<file path="src/design/permutation_rank_codec_macros.svh">
// ---------------------------------------------------------------------------
// Assertion macros for the permutation rank codec
// Short forms for the concurrent checks that the codec files use. Each macro
// samples on the rising edge of clk and is disabled while rst_n is low.
// ---------------------------------------------------------------------------
`ifndef PERMUTATION_RANK_CODEC_MACROS_SVH
`define PERMUTATION_RANK_CODEC_MACROS_SVH

// The consequent must hold in the same cycle as the antecedent.
`define PRC_ASSERT_NOW(label, ante, cons, msg) \
    label: assert property (@(posedge clk) disable iff (!rst_n) (ante) |-> (cons)) \
        else $error(msg);

// The consequent must hold in the cycle after the antecedent.
`define PRC_ASSERT_NEXT(label, ante, cons, msg) \
    label: assert property (@(posedge clk) disable iff (!rst_n) (ante) |=> (cons)) \
        else $error(msg);

`endif

</file>
<file path="src/design/prc_pkg.sv">
// ---------------------------------------------------------------------------
// Permutation rank codec package
// Widths, default sizes, codes and shared types of the codec.
// ---------------------------------------------------------------------------
package prc_pkg;

    localparam int MAX_LENGTH_DEF     = 10;
    localparam int CODE_W             = 22;
    localparam int ELEM_W             = 8;
    localparam int IDX_W              = 4;
    localparam int LEN_W              = 4;
    localparam logic [LEN_W-1:0] LENGTH_RESET = 4'd10;

    // The divider retires this many quotient bits per cycle.
    localparam int DIV_BITS_PER_CYCLE = 2;
    localparam int DIV_CYCLES         = CODE_W / DIV_BITS_PER_CYCLE;

    localparam logic KIND_ENC  = 1'b0;
    localparam logic KIND_DEC  = 1'b1;
    localparam logic RES_CODE  = 1'b0;
    localparam logic RES_INDEX = 1'b1;

    typedef enum logic [2:0] {
        ST_IDLE,
        ST_ENC,
        ST_DIV,
        ST_ROT,
        ST_EMIT
    } state_t;

    typedef enum logic [1:0] {
        OP_HOLD,
        OP_LOAD,
        OP_ROTATE,
        OP_SHIFT
    } cell_op_t;

    typedef struct packed {
        cell_op_t         op;
        logic [IDX_W-1:0] from;
        logic [IDX_W-1:0] top;
        logic [IDX_W-1:0] moved;
    } order_ctl_t;

endpackage

</file>
<file path="src/design/permutation_rank_codec.sv">
// ---------------------------------------------------------------------------
// Permutation rank codec
// Converts permutations to their inversion code and codes back to index
// orders, one item at a time.
// ---------------------------------------------------------------------------
// An encode item (kind 0) brings one element; it is accepted while idle and
// folded into the running code in the next cycle, the block then being ready
// again, except that the fold of a finishing item waits for a free output
// register. Only the item that completes a permutation of perm_length
// elements yields a result: the finished code, flagged last. A decode item
// (kind 1) brings a code and yields perm_length indices, the final one flagged
// last. Its digits come from the divider, which retires two quotient bits a
// cycle and peels one digit per pass, followed by a rotation step of the
// order cells. Results leave through an output register, so the next item
// is taken while a result still waits. The length register may be written
// while the block is idle; a write abandons any encode in progress.
// Lengths outside 1 to MAX_LENGTH are saturated into that range.
// ---------------------------------------------------------------------------
`include "permutation_rank_codec_macros.svh"

module permutation_rank_codec
    import prc_pkg::*;
#(
    parameter int MAX_LENGTH = MAX_LENGTH_DEF
)
(
    input  logic              clk,
    input  logic              rst_n,
    // Length register write channel.
    input  logic              cfg_valid,
    output logic              cfg_ready,
    input  logic [LEN_W-1:0]  cfg_data,
    // Input items.
    input  logic              in_valid,
    output logic              in_ready,
    input  logic              kind,
    input  logic [ELEM_W-1:0] element_in,
    input  logic [CODE_W-1:0] code_in,
    // Result items.
    output logic              out_valid,
    input  logic              out_ready,
    output logic              result_kind,
    output logic [CODE_W-1:0] code_out,
    output logic [IDX_W-1:0]  element_out,
    output logic              last
);

    // CNT_W holds counts up to the length itself; POS_W addresses one cell.
    localparam int CNT_W = $clog2(MAX_LENGTH + 1);
    localparam int POS_W = $clog2(MAX_LENGTH);

    state_t state_reg;
    state_t state_next;

    logic [LEN_W-1:0]  perm_length_reg;
    logic [CNT_W-1:0]  element_count_reg;
    logic [CODE_W-1:0] running_code_reg;
    logic [CNT_W-1:0]  step_reg;
    logic [ELEM_W-1:0] elem_reg;

    logic              out_valid_reg;
    logic              result_kind_reg;
    logic [CODE_W-1:0] code_out_reg;
    logic [IDX_W-1:0]  element_out_reg;
    logic              last_reg;

    logic              out_free;
    logic              out_load;
    logic              res_kind_next;
    logic [CODE_W-1:0] res_code_next;
    logic [IDX_W-1:0]  res_elem_next;
    logic              res_last_next;

    logic [CNT_W-1:0]  len_eff;
    logic              in_accept;
    logic              cfg_write;

    // Encode path.
    logic [ELEM_W-1:0]     seen_chain [MAX_LENGTH];
    logic [MAX_LENGTH-1:0] seen_gt;
    logic                  seen_shift;
    logic                  enc_commit;
    logic [CNT_W-1:0]      enc_pos;
    logic [CNT_W-1:0]      enc_pos_plus1;
    logic [CODE_W-1:0]     enc_base;
    logic [CNT_W-1:0]      enc_greater;
    logic [CODE_W+CNT_W-1:0] enc_prod;
    logic [CODE_W-1:0]     enc_code_next;
    logic                  enc_done;

    // Decode path.
    logic [IDX_W-1:0]  order_entry [MAX_LENGTH];
    order_ctl_t        order_ctl;
    logic              div_start;
    logic [CODE_W-1:0] div_dividend;
    logic [CNT_W-1:0]  div_divisor;
    logic              div_busy;
    logic              div_last;
    logic [CODE_W-1:0] div_quotient;
    logic [CNT_W-1:0]  div_remainder;
    logic [CNT_W-1:0]  remaining;
    logic [IDX_W-1:0]  rot_top;
    logic [IDX_W-1:0]  rot_from;
    logic              digit_last;
    logic              emit_last;

    // The length register saturates into the supported range.
    always_comb
    begin
        if (perm_length_reg == '0)
        begin
            len_eff = CNT_W'(1);
        end
        else if (int'(perm_length_reg) > MAX_LENGTH)
        begin
            len_eff = CNT_W'(MAX_LENGTH);
        end
        else
        begin
            len_eff = CNT_W'(perm_length_reg);
        end
    end

    assign cfg_ready = 1'b1;
    assign cfg_write = cfg_valid && cfg_ready;
    assign in_accept = in_valid && in_ready;
    assign out_free  = !out_valid_reg || out_ready;

    // ------------------------------------------------------------------
    // Encode: the seen cells form a shift line, the newest element in
    // cell 0. Cells below the current position take part in the count.
    // ------------------------------------------------------------------
    assign enc_pos  = (element_count_reg >= len_eff) ? '0 : element_count_reg;
    assign enc_base = (element_count_reg >= len_eff) ? '0 : running_code_reg;

    for (genvar k = 0; k < MAX_LENGTH; k++)
    begin : g_seen
        logic [ELEM_W-1:0] cell_in;
        logic [ELEM_W-1:0] cell_out;
        if (k == 0)
        begin : g_head
            assign cell_in = elem_reg;
        end
        else
        begin : g_body
            assign cell_in = seen_chain[k-1];
        end
        prc_seen_cell u_cell (
            .clk      (clk),
            .shift_en (seen_shift),
            .data_in  (cell_in),
            .probe    (elem_reg),
            .enable   (CNT_W'(k) < enc_pos),
            .data_out (cell_out),
            .greater  (seen_gt[k])
        );
        assign seen_chain[k] = cell_out;
    end

    assign enc_greater   = CNT_W'($countones(seen_gt));
    assign enc_pos_plus1 = enc_pos + 1'b1;
    assign enc_prod      = enc_base * enc_pos_plus1;
    assign enc_code_next = enc_prod[CODE_W-1:0] + CODE_W'(enc_greater);
    assign enc_done      = (enc_pos_plus1 >= len_eff);

    // ------------------------------------------------------------------
    // Decode: the divider peels one digit per pass and the order cells
    // rotate the selected entry up to the top of the remaining slots.
    // ------------------------------------------------------------------
    prc_divider #(
        .DIV_W (CNT_W)
    ) u_divider (
        .clk       (clk),
        .rst_n     (rst_n),
        .start     (div_start),
        .dividend  (div_dividend),
        .divisor   (div_divisor),
        .busy      (div_busy),
        .last_step (div_last),
        .quotient  (div_quotient),
        .remainder (div_remainder)
    );

    assign remaining  = len_eff - step_reg;
    assign rot_top    = IDX_W'(remaining - 1'b1);
    assign rot_from   = rot_top - IDX_W'(div_remainder);
    assign digit_last = ((step_reg + 1'b1) == len_eff);
    assign emit_last  = ((step_reg + 1'b1) == len_eff);

    for (genvar k = 0; k < MAX_LENGTH; k++)
    begin : g_order
        logic [IDX_W-1:0] upper;
        logic [IDX_W-1:0] cell_out;
        if (k == MAX_LENGTH - 1)
        begin : g_top
            assign upper = '0;
        end
        else
        begin : g_body
            assign upper = order_entry[k+1];
        end
        prc_order_cell #(
            .CELL_INDEX (k)
        ) u_cell (
            .clk         (clk),
            .ctl         (order_ctl),
            .neighbor_in (upper),
            .entry_out   (cell_out)
        );
        assign order_entry[k] = cell_out;
    end

    // ------------------------------------------------------------------
    // Sequencer.
    // ------------------------------------------------------------------
    always_comb
    begin
        state_next = state_reg;
        unique case (state_reg)
            ST_IDLE:
            begin
                if (in_valid)
                begin
                    state_next = (kind == KIND_DEC) ? ST_DIV : ST_ENC;
                end
            end
            ST_ENC:
            begin
                if (!enc_done || out_free)
                begin
                    state_next = ST_IDLE;
                end
            end
            ST_DIV:
            begin
                if (div_last)
                begin
                    state_next = ST_ROT;
                end
            end
            ST_ROT:
            begin
                state_next = digit_last ? ST_EMIT : ST_DIV;
            end
            ST_EMIT:
            begin
                if (out_free && emit_last)
                begin
                    state_next = ST_IDLE;
                end
            end
            default:
            begin
                state_next = ST_IDLE;
            end
        endcase
    end

    always_comb
    begin
        in_ready        = 1'b0;
        seen_shift      = 1'b0;
        enc_commit      = 1'b0;
        div_start       = 1'b0;
        div_dividend    = div_quotient;
        div_divisor     = remaining - 1'b1;
        order_ctl.op    = OP_HOLD;
        order_ctl.from  = rot_from;
        order_ctl.top   = rot_top;
        order_ctl.moved = order_entry[rot_from[POS_W-1:0]];
        out_load        = 1'b0;
        res_kind_next   = RES_CODE;
        res_code_next   = enc_code_next;
        res_elem_next   = '0;
        res_last_next   = 1'b1;
        unique case (state_reg)
            ST_IDLE:
            begin
                in_ready = 1'b1;
                if (in_valid && (kind == KIND_DEC))
                begin
                    div_start    = 1'b1;
                    div_dividend = code_in;
                    div_divisor  = len_eff;
                    order_ctl.op = OP_LOAD;
                end
            end
            ST_ENC:
            begin
                if (!enc_done || out_free)
                begin
                    seen_shift = 1'b1;
                    enc_commit = 1'b1;
                    out_load   = enc_done;
                end
            end
            ST_DIV:
            begin
                order_ctl.op = OP_HOLD;
            end
            ST_ROT:
            begin
                order_ctl.op = OP_ROTATE;
                div_start    = !digit_last;
            end
            ST_EMIT:
            begin
                res_kind_next = RES_INDEX;
                res_code_next = '0;
                res_elem_next = order_entry[0];
                res_last_next = emit_last;
                if (out_free)
                begin
                    out_load     = 1'b1;
                    order_ctl.op = OP_SHIFT;
                end
            end
            default:
            begin
                in_ready = 1'b0;
            end
        endcase
    end

    always_ff @(posedge clk or negedge rst_n)
    begin
        if (!rst_n)
        begin
            state_reg         <= ST_IDLE;
            perm_length_reg   <= LENGTH_RESET;
            element_count_reg <= '0;
            running_code_reg  <= '0;
            step_reg          <= '0;
            out_valid_reg     <= 1'b0;
        end
        else
        begin
            state_reg <= state_next;

            // A length write abandons the encode in progress.
            if (cfg_write)
            begin
                perm_length_reg   <= cfg_data;
                element_count_reg <= '0;
                running_code_reg  <= '0;
            end
            else if (enc_commit)
            begin
                element_count_reg <= enc_done ? '0 : enc_pos_plus1;
                running_code_reg  <= enc_done ? '0 : enc_code_next;
            end

            if (in_accept)
            begin
                step_reg <= '0;
            end
            else if (state_reg == ST_ROT)
            begin
                step_reg <= digit_last ? '0 : step_reg + 1'b1;
            end
            else if (out_load && (state_reg == ST_EMIT))
            begin
                step_reg <= step_reg + 1'b1;
            end

            if (out_load)
            begin
                out_valid_reg <= 1'b1;
            end
            else if (out_ready)
            begin
                out_valid_reg <= 1'b0;
            end
        end
    end

    always_ff @(posedge clk)
    begin
        if (in_accept)
        begin
            elem_reg <= element_in;
        end
        if (out_load)
        begin
            result_kind_reg <= res_kind_next;
            code_out_reg    <= res_code_next;
            element_out_reg <= res_elem_next;
            last_reg        <= res_last_next;
        end
    end

    assign out_valid   = out_valid_reg;
    assign result_kind = result_kind_reg;
    assign code_out    = code_out_reg;
    assign element_out = element_out_reg;
    assign last        = last_reg;

    // ------------------------------------------------------------------
    // Checks.
    // ------------------------------------------------------------------
    `PRC_ASSERT_NOW(a_count_below_length, 1'b1, element_count_reg < len_eff,
        "encode position reached the length")
    `PRC_ASSERT_NOW(a_divider_busy, state_reg == ST_DIV, div_busy,
        "sequencer waits on an idle divider")
    `PRC_ASSERT_NOW(a_digit_below_radix, state_reg == ST_ROT, div_remainder < remaining,
        "decode digit not below its radix")
    `PRC_ASSERT_NEXT(a_emit_ends, (state_reg == ST_EMIT) && out_load && emit_last,
        state_reg == ST_IDLE, "decode did not end after its last index")

endmodule

</file>
<file path="src/design/prc_seen_cell.sv">
// ---------------------------------------------------------------------------
// Seen element cell
// Holds one earlier element of the permutation being encoded, passes it on
// to its neighbor when a new element enters, and compares it with that one.
// ---------------------------------------------------------------------------
module prc_seen_cell
    import prc_pkg::*;
(
    input  logic              clk,
    input  logic              shift_en,
    input  logic [ELEM_W-1:0] data_in,
    input  logic [ELEM_W-1:0] probe,
    input  logic              enable,
    output logic [ELEM_W-1:0] data_out,
    output logic              greater
);

    logic [ELEM_W-1:0] data_reg;

    always_ff @(posedge clk)
    begin
        if (shift_en)
        begin
            data_reg <= data_in;
        end
    end

    assign data_out = data_reg;
    assign greater  = enable && (probe < data_reg);

endmodule

</file>
<file path="src/design/prc_order_cell.sv">
// ---------------------------------------------------------------------------
// Decode order cell
// Holds one slot of the decode working order and takes its identity value,
// its upper neighbor or the moved entry as the sequencer commands.
// ---------------------------------------------------------------------------
module prc_order_cell
    import prc_pkg::*;
#(
    parameter int CELL_INDEX = 0
)
(
    input  logic             clk,
    input  order_ctl_t       ctl,
    input  logic [IDX_W-1:0] neighbor_in,
    output logic [IDX_W-1:0] entry_out
);

    localparam logic [IDX_W-1:0] MY_INDEX = IDX_W'(CELL_INDEX);

    logic [IDX_W-1:0] entry_reg;
    logic [IDX_W-1:0] entry_next;

    always_comb
    begin
        entry_next = entry_reg;
        case (ctl.op)
            OP_LOAD:   entry_next = MY_INDEX;
            OP_SHIFT:  entry_next = neighbor_in;
            OP_ROTATE:
            begin
                if (MY_INDEX == ctl.top)
                begin
                    entry_next = ctl.moved;
                end
                else if ((MY_INDEX >= ctl.from) && (MY_INDEX < ctl.top))
                begin
                    entry_next = neighbor_in;
                end
            end
            default:   entry_next = entry_reg;
        endcase
    end

    always_ff @(posedge clk)
    begin
        entry_reg <= entry_next;
    end

    assign entry_out = entry_reg;

endmodule

</file>
<file path="src/design/prc_divider.sv">
// ---------------------------------------------------------------------------
// Iterative code divider
// Restoring division of the code by a small radix, two quotient bits per
// cycle; quotient and remainder are final once the count runs out.
// ---------------------------------------------------------------------------
module prc_divider
    import prc_pkg::*;
#(
    parameter int DIV_W = LEN_W
)
(
    input  logic              clk,
    input  logic              rst_n,
    input  logic              start,
    input  logic [CODE_W-1:0] dividend,
    input  logic [DIV_W-1:0]  divisor,
    output logic              busy,
    output logic              last_step,
    output logic [CODE_W-1:0] quotient,
    output logic [DIV_W-1:0]  remainder
);

    localparam int DC_W = $clog2(DIV_CYCLES + 1);

    logic [DC_W-1:0]   cnt_reg;
    logic [DC_W-1:0]   cnt_next;
    logic [CODE_W-1:0] quo_reg;
    logic [CODE_W-1:0] quo_next;
    logic [DIV_W-1:0]  rem_reg;
    logic [DIV_W-1:0]  rem_next;
    logic [DIV_W-1:0]  den_reg;

    always_comb
    begin
        logic [CODE_W-1:0] q;
        logic [DIV_W-1:0]  r;
        logic [DIV_W:0]    part;
        q    = quo_reg;
        r    = rem_reg;
        part = '0;
        for (int k = 0; k < DIV_BITS_PER_CYCLE; k++)
        begin
            part = {r, q[CODE_W-1]};
            q    = {q[CODE_W-2:0], 1'b0};
            if (part >= {1'b0, den_reg})
            begin
                r    = DIV_W'(part - {1'b0, den_reg});
                q[0] = 1'b1;
            end
            else
            begin
                r = part[DIV_W-1:0];
            end
        end
        quo_next = q;
        rem_next = r;
    end

    always_comb
    begin
        cnt_next = cnt_reg;
        if (start)
        begin
            cnt_next = DC_W'(DIV_CYCLES);
        end
        else if (busy)
        begin
            cnt_next = cnt_reg - 1'b1;
        end
    end

    always_ff @(posedge clk or negedge rst_n)
    begin
        if (!rst_n)
        begin
            cnt_reg <= '0;
        end
        else
        begin
            cnt_reg <= cnt_next;
        end
    end

    always_ff @(posedge clk)
    begin
        if (start)
        begin
            quo_reg <= dividend;
            rem_reg <= '0;
            den_reg <= divisor;
        end
        else if (busy)
        begin
            quo_reg <= quo_next;
            rem_reg <= rem_next;
        end
    end

    assign busy      = (cnt_reg != '0);
    assign last_step = (cnt_reg == DC_W'(1));
    assign quotient  = quo_reg;
    assign remainder = rem_reg;

endmodule

</file>
<file path="config.mk">
export PLATFORM = sky130hd
export DESIGN_NAME = permutation_rank_codec
export DESIGN_NICKNAME = d
export VERILOG_FILES = /design/src/design/prc_pkg.sv /design/src/design/permutation_rank_codec.sv /design/src/design/prc_seen_cell.sv /design/src/design/prc_order_cell.sv /design/src/design/prc_divider.sv
export VERILOG_INCLUDE_DIRS = /design/src /design/src/design
export SDC_FILE = /design/constraint.sdc
export NUM_CORES = 1
export LEC_CHECK = 0
export BUFFER_PORTS_ARGS = -buffer_cell sky130_fd_sc_hd__buf_2
export CAP_MARGIN = 25
export CORE_MARGIN = 2
export CORE_UTILIZATION = 45
export CTS_CLUSTER_SIZE = 28
export DETAILED_ROUTE_END_ITERATION = 7
export SYNTH_ARGS = -nofsm -noshare
export SYNTH_HDL_FRONTEND = slang
export SYNTH_SLANG_ARGS = --single-unit
</file>
<file path="constraint.sdc">
create_clock -name clk -period 19.1 [get_ports clk]
set_clock_uncertainty 0.2 [all_clocks]
set_input_delay 0.955 -clock clk [delete_from_list [all_inputs] [get_ports clk]]
set_output_delay 0.955 -clock clk [all_outputs]
set_load 0.02 [all_outputs]
</file>
==> flow_metrics.tcl <==
set metrics [dict create \
    ys_warn_count 0 \
    grt_pass1_vias 10780 \
    p_switching_mw 0.7314 \
    port_buffers 69 \
    coreArea_um2 32540 \
    grt-ovfl-total 0 \
    die-width_um 185.5 \
    whs_endpoint "g_seen[9].u_cell.data_out[3]" \
    grt_first_pass_wirelength_um 54410 \
    p_clk_share_pct 26.6 \
    r2r_slack_ns 11.15 \
    hold_start "g_seen[8].u_cell.data_out[3]" \
    netlist_instances 1435 \
    path_max_fanout 27 \
    nets 1747 \
    cts_tree "done" \
    share_comb_of_total_power_pct 38.7 \
    cts_max_path_buffers 3 \
    grt_util_all_layers_pct 19.75 \
    antenna_found_initial 2 \
    rr_endpoint "code_out[21]" \
    fp-row-count 66 \
    drt-wirelength-per-cell_um 16.54 \
    routed_wl_um 32500 \
    die_h_um 185.5 \
    postSynth.asyncResetShare_pct 18.42 \
    sw_frac_of_total_pct 36.70 \
    gp_congestion 0.8915 \
    rsz0062_at_grt "no" \
    vias 10450 \
    h-tree-depth 1 \
    finalHoldViolations 0 \
    hold_class "register to register" \
    drv_cap 0 \
    period_share_pct 41.63 \
    multi_input_area_um2 7403 \
    internal_power_mw 1.262 \
    status "completed" \
    seq_area_um2 6599 \
    post-route-util_pct 51.01 \
    area_growth_pct 11.89 \
    place_hpwl_um 23630 \
    largest_register_ffs 80 \
    ys_seq_area_share_pct 44.49 \
    yosys.area.top_type "edfxtp_1" \
    io_pins 71 \
    leakage_nw 7.502 \
    rr_worst_depth 24 \
    cts_root_buf "clkbuf_16" \
    cp.required_ns 19.19 \
    min_period_ns 7.952 \
    cts.reportedPaths.clkPinSlew_ns 0.06 \
    powerDensity_nw_per_um2 120.1 \
    synth-seq-cells 228 \
    setup_viol 0 \
    ys_top_cells_by_area "edfxtp_1 (37%), ha_1 (13%), dfrtp_1 (6.7%)" \
    drtIter0Drc 627 \
    startpoint_type "register" \
    drc 0 \
    vdd_drop_max_mv 0.1354 \
    slew_headroom_pct 29.52 \
    syn_nets 1681 \
    fillers 3034 \
    synth-edff-count 182 \
    worstSetupPathType "register to register" \
    postSynthAreaPerCell_um2 10.34 \
    holdPathStages 0 \
    drt_pass1_iterations 7 \
    synth_top_area_share_pct 36.85 \
    antenna_left 0 \
    clock_latency_ns 0.56 \
    fin_setup_tns_ns 0 \
    pwr-share-seq_pct 34.8 \
    synth.distinct_cells 70 \
    cts_hold_buf 0 \
    cts_resized 0 \
    crit_path_end_kind "register" \
    clock_sinks 228 \
    ys.flop_type "edfxtp_1" \
    fmax_mhz 125.8 \
    numCtsBuffers 27 \
    slew_viol_final 0 \
    dieArea_um2 34430 \
    syn_area_um2 14830 \
    drive_gt1_share_pct 10.45 \
    initial_core_util_pct 45.59 \
    viasPerCell 5.319 \
    grt_max_degree 81 \
    cp.arrival_ns 8.04 \
    cts_setup_buffers 0 \
    worst_pin_slew_ns 1.054 \
    regToRegStartpoint "perm_length_reg[3]" \
]
[critical path: stages (launching register included)]
cell and delay (ns):
dfstp_2 0.58, inv_1 0.13, maj3_1 0.44, ha_1 0.29
o21ai_0 0.23, a211o_1 0.64, o21ai_0 0.36, a211oi_1 0.41
fa_1 0.46, inv_1 0.09, fa_1 0.44, fa_1 0.46
fa_1 0.51, inv_1 0.04, ha_1 0.23, inv_1 0.09
fa_1 0.20, nand2b_1 0.13, a211oi_1 0.12, o41ai_2 0.41
o21ai_1 0.16, or4_1 0.46, a311o_1 0.30, xnor2_1 0.14
nor2b_1 0.14
[synthesized netlist by cell type (22+ instances only)]
library cell / n
and3_1: 25
nor2_1: 85
fa_1: 48
edfxtp_1: 182
a21oi_1: 68
dfrtp_1: 40
inv_1: 177
nor3_1: 22
nor2b_1: 22
nand2_1: 198
o21ai_0: 90
and2_1: 39
ha_1: 158
a21o_1: 32
clkbuf_1: 33
nand2b_1: 22
[kinds of logic after synthesis]
family / Yosys count / share of synthesized area [%]
simple gates: 449 / 14.16
mux: 27 / 2.565
buf+inv: 221 / 5.728
fa+ha+maj: 207 / 19.88
xor+xnor: 38 / 2.295
flops: 228 / 44.49
other cells: 1 / 0.02528
compound gates: 264 / 10.87
[layout make-up]
cell class              count  share of cell area [%]
diodes                      1                 0.01508
clock buffers              41                   4.818
clock inverters             9                  0.6936
inverters                 178                   4.026
multi-input cells         986                   44.61
flip-flops and latches    228                   39.76
well taps                 442                   3.332
repair buffers             80                   2.744
[per-stage QoR]
stage | hold slack [ns] | setup slack [ns] | total power [mW] | instances | cell area (um2)
after floorplan | 0.2264 | 9.808 | 1.278 | 1435 | 14830
after global placement | 0.2265 | 11.49 | 1.445 | 1911 | 15630
after detailed placement | 0.2317 | 11.23 | 1.466 | 1913 | 15650
after CTS | 0.2415 | 11.15 | 2.005 | 1963 | 16570
after global routing | 0.2518 | 10.70 | 2.126 | 1965 | 16600
final | 0.2437 | 11.15 | 1.993 | 1965 | 16600
[how the worst max path moves through the flow]
stage | from | end
2_1_floorplan | perm_length_reg[3] | g_seen[0].u_cell.data_out[0]
3_3_place_gp | perm_length_reg[3] | code_out[21]
3_5_place_dp | perm_length_reg[3] | code_out[21]
4_1_cts | perm_length_reg[3] | code_out[21]
5_1_grt | perm_length_reg[3] | code_out[21]
6_report | perm_length_reg[3] | code_out[21]
[placed cells by master, fill, tap and decap left out, types with 20 or more instances in the layout]
master	netlist	layout
a21o_1	32	32
a21oi_1	68	67
and2_1	39	39
and3_1	25	25
buf_2	7	69
clkbuf_16	0	28
dfrtp_1	40	40
edfxtp_1	182	182
fa_1	48	48
ha_1	158	158
inv_1	177	177
nand2_1	198	198
nand2b_1	22	22
nor2_1	85	84
nor2b_1	22	22
nor3_1	22	20
o21ai_0	90	90
xnor2_1	20	20
[power groups by stage]
stage / clock network (mW) / registers [mW] / logic [mW]
global route: 0.561 / 0.703 / 0.862
detailed placement: 0 / 0.704 / 0.762
finish: 0.529 / 0.693 / 0.770
global placement: 0 / 0.701 / 0.744
CTS: 0.544 / 0.694 / 0.767
floorplan: 0 / 0.689 / 0.590
[per-layer routing]
metal  part of all wire (%)  wire length, um  vias up  GRT usage [%]
met5                      0                0        -              0
met4                    2.6              831        0          5.764
met3                    5.1             1661       61          3.033
met2                     48            15660      248          33.97
met1                     44            14350     5068          25.85
li1                       -                -     5075              -
Power figures use the tool's default switching activity.
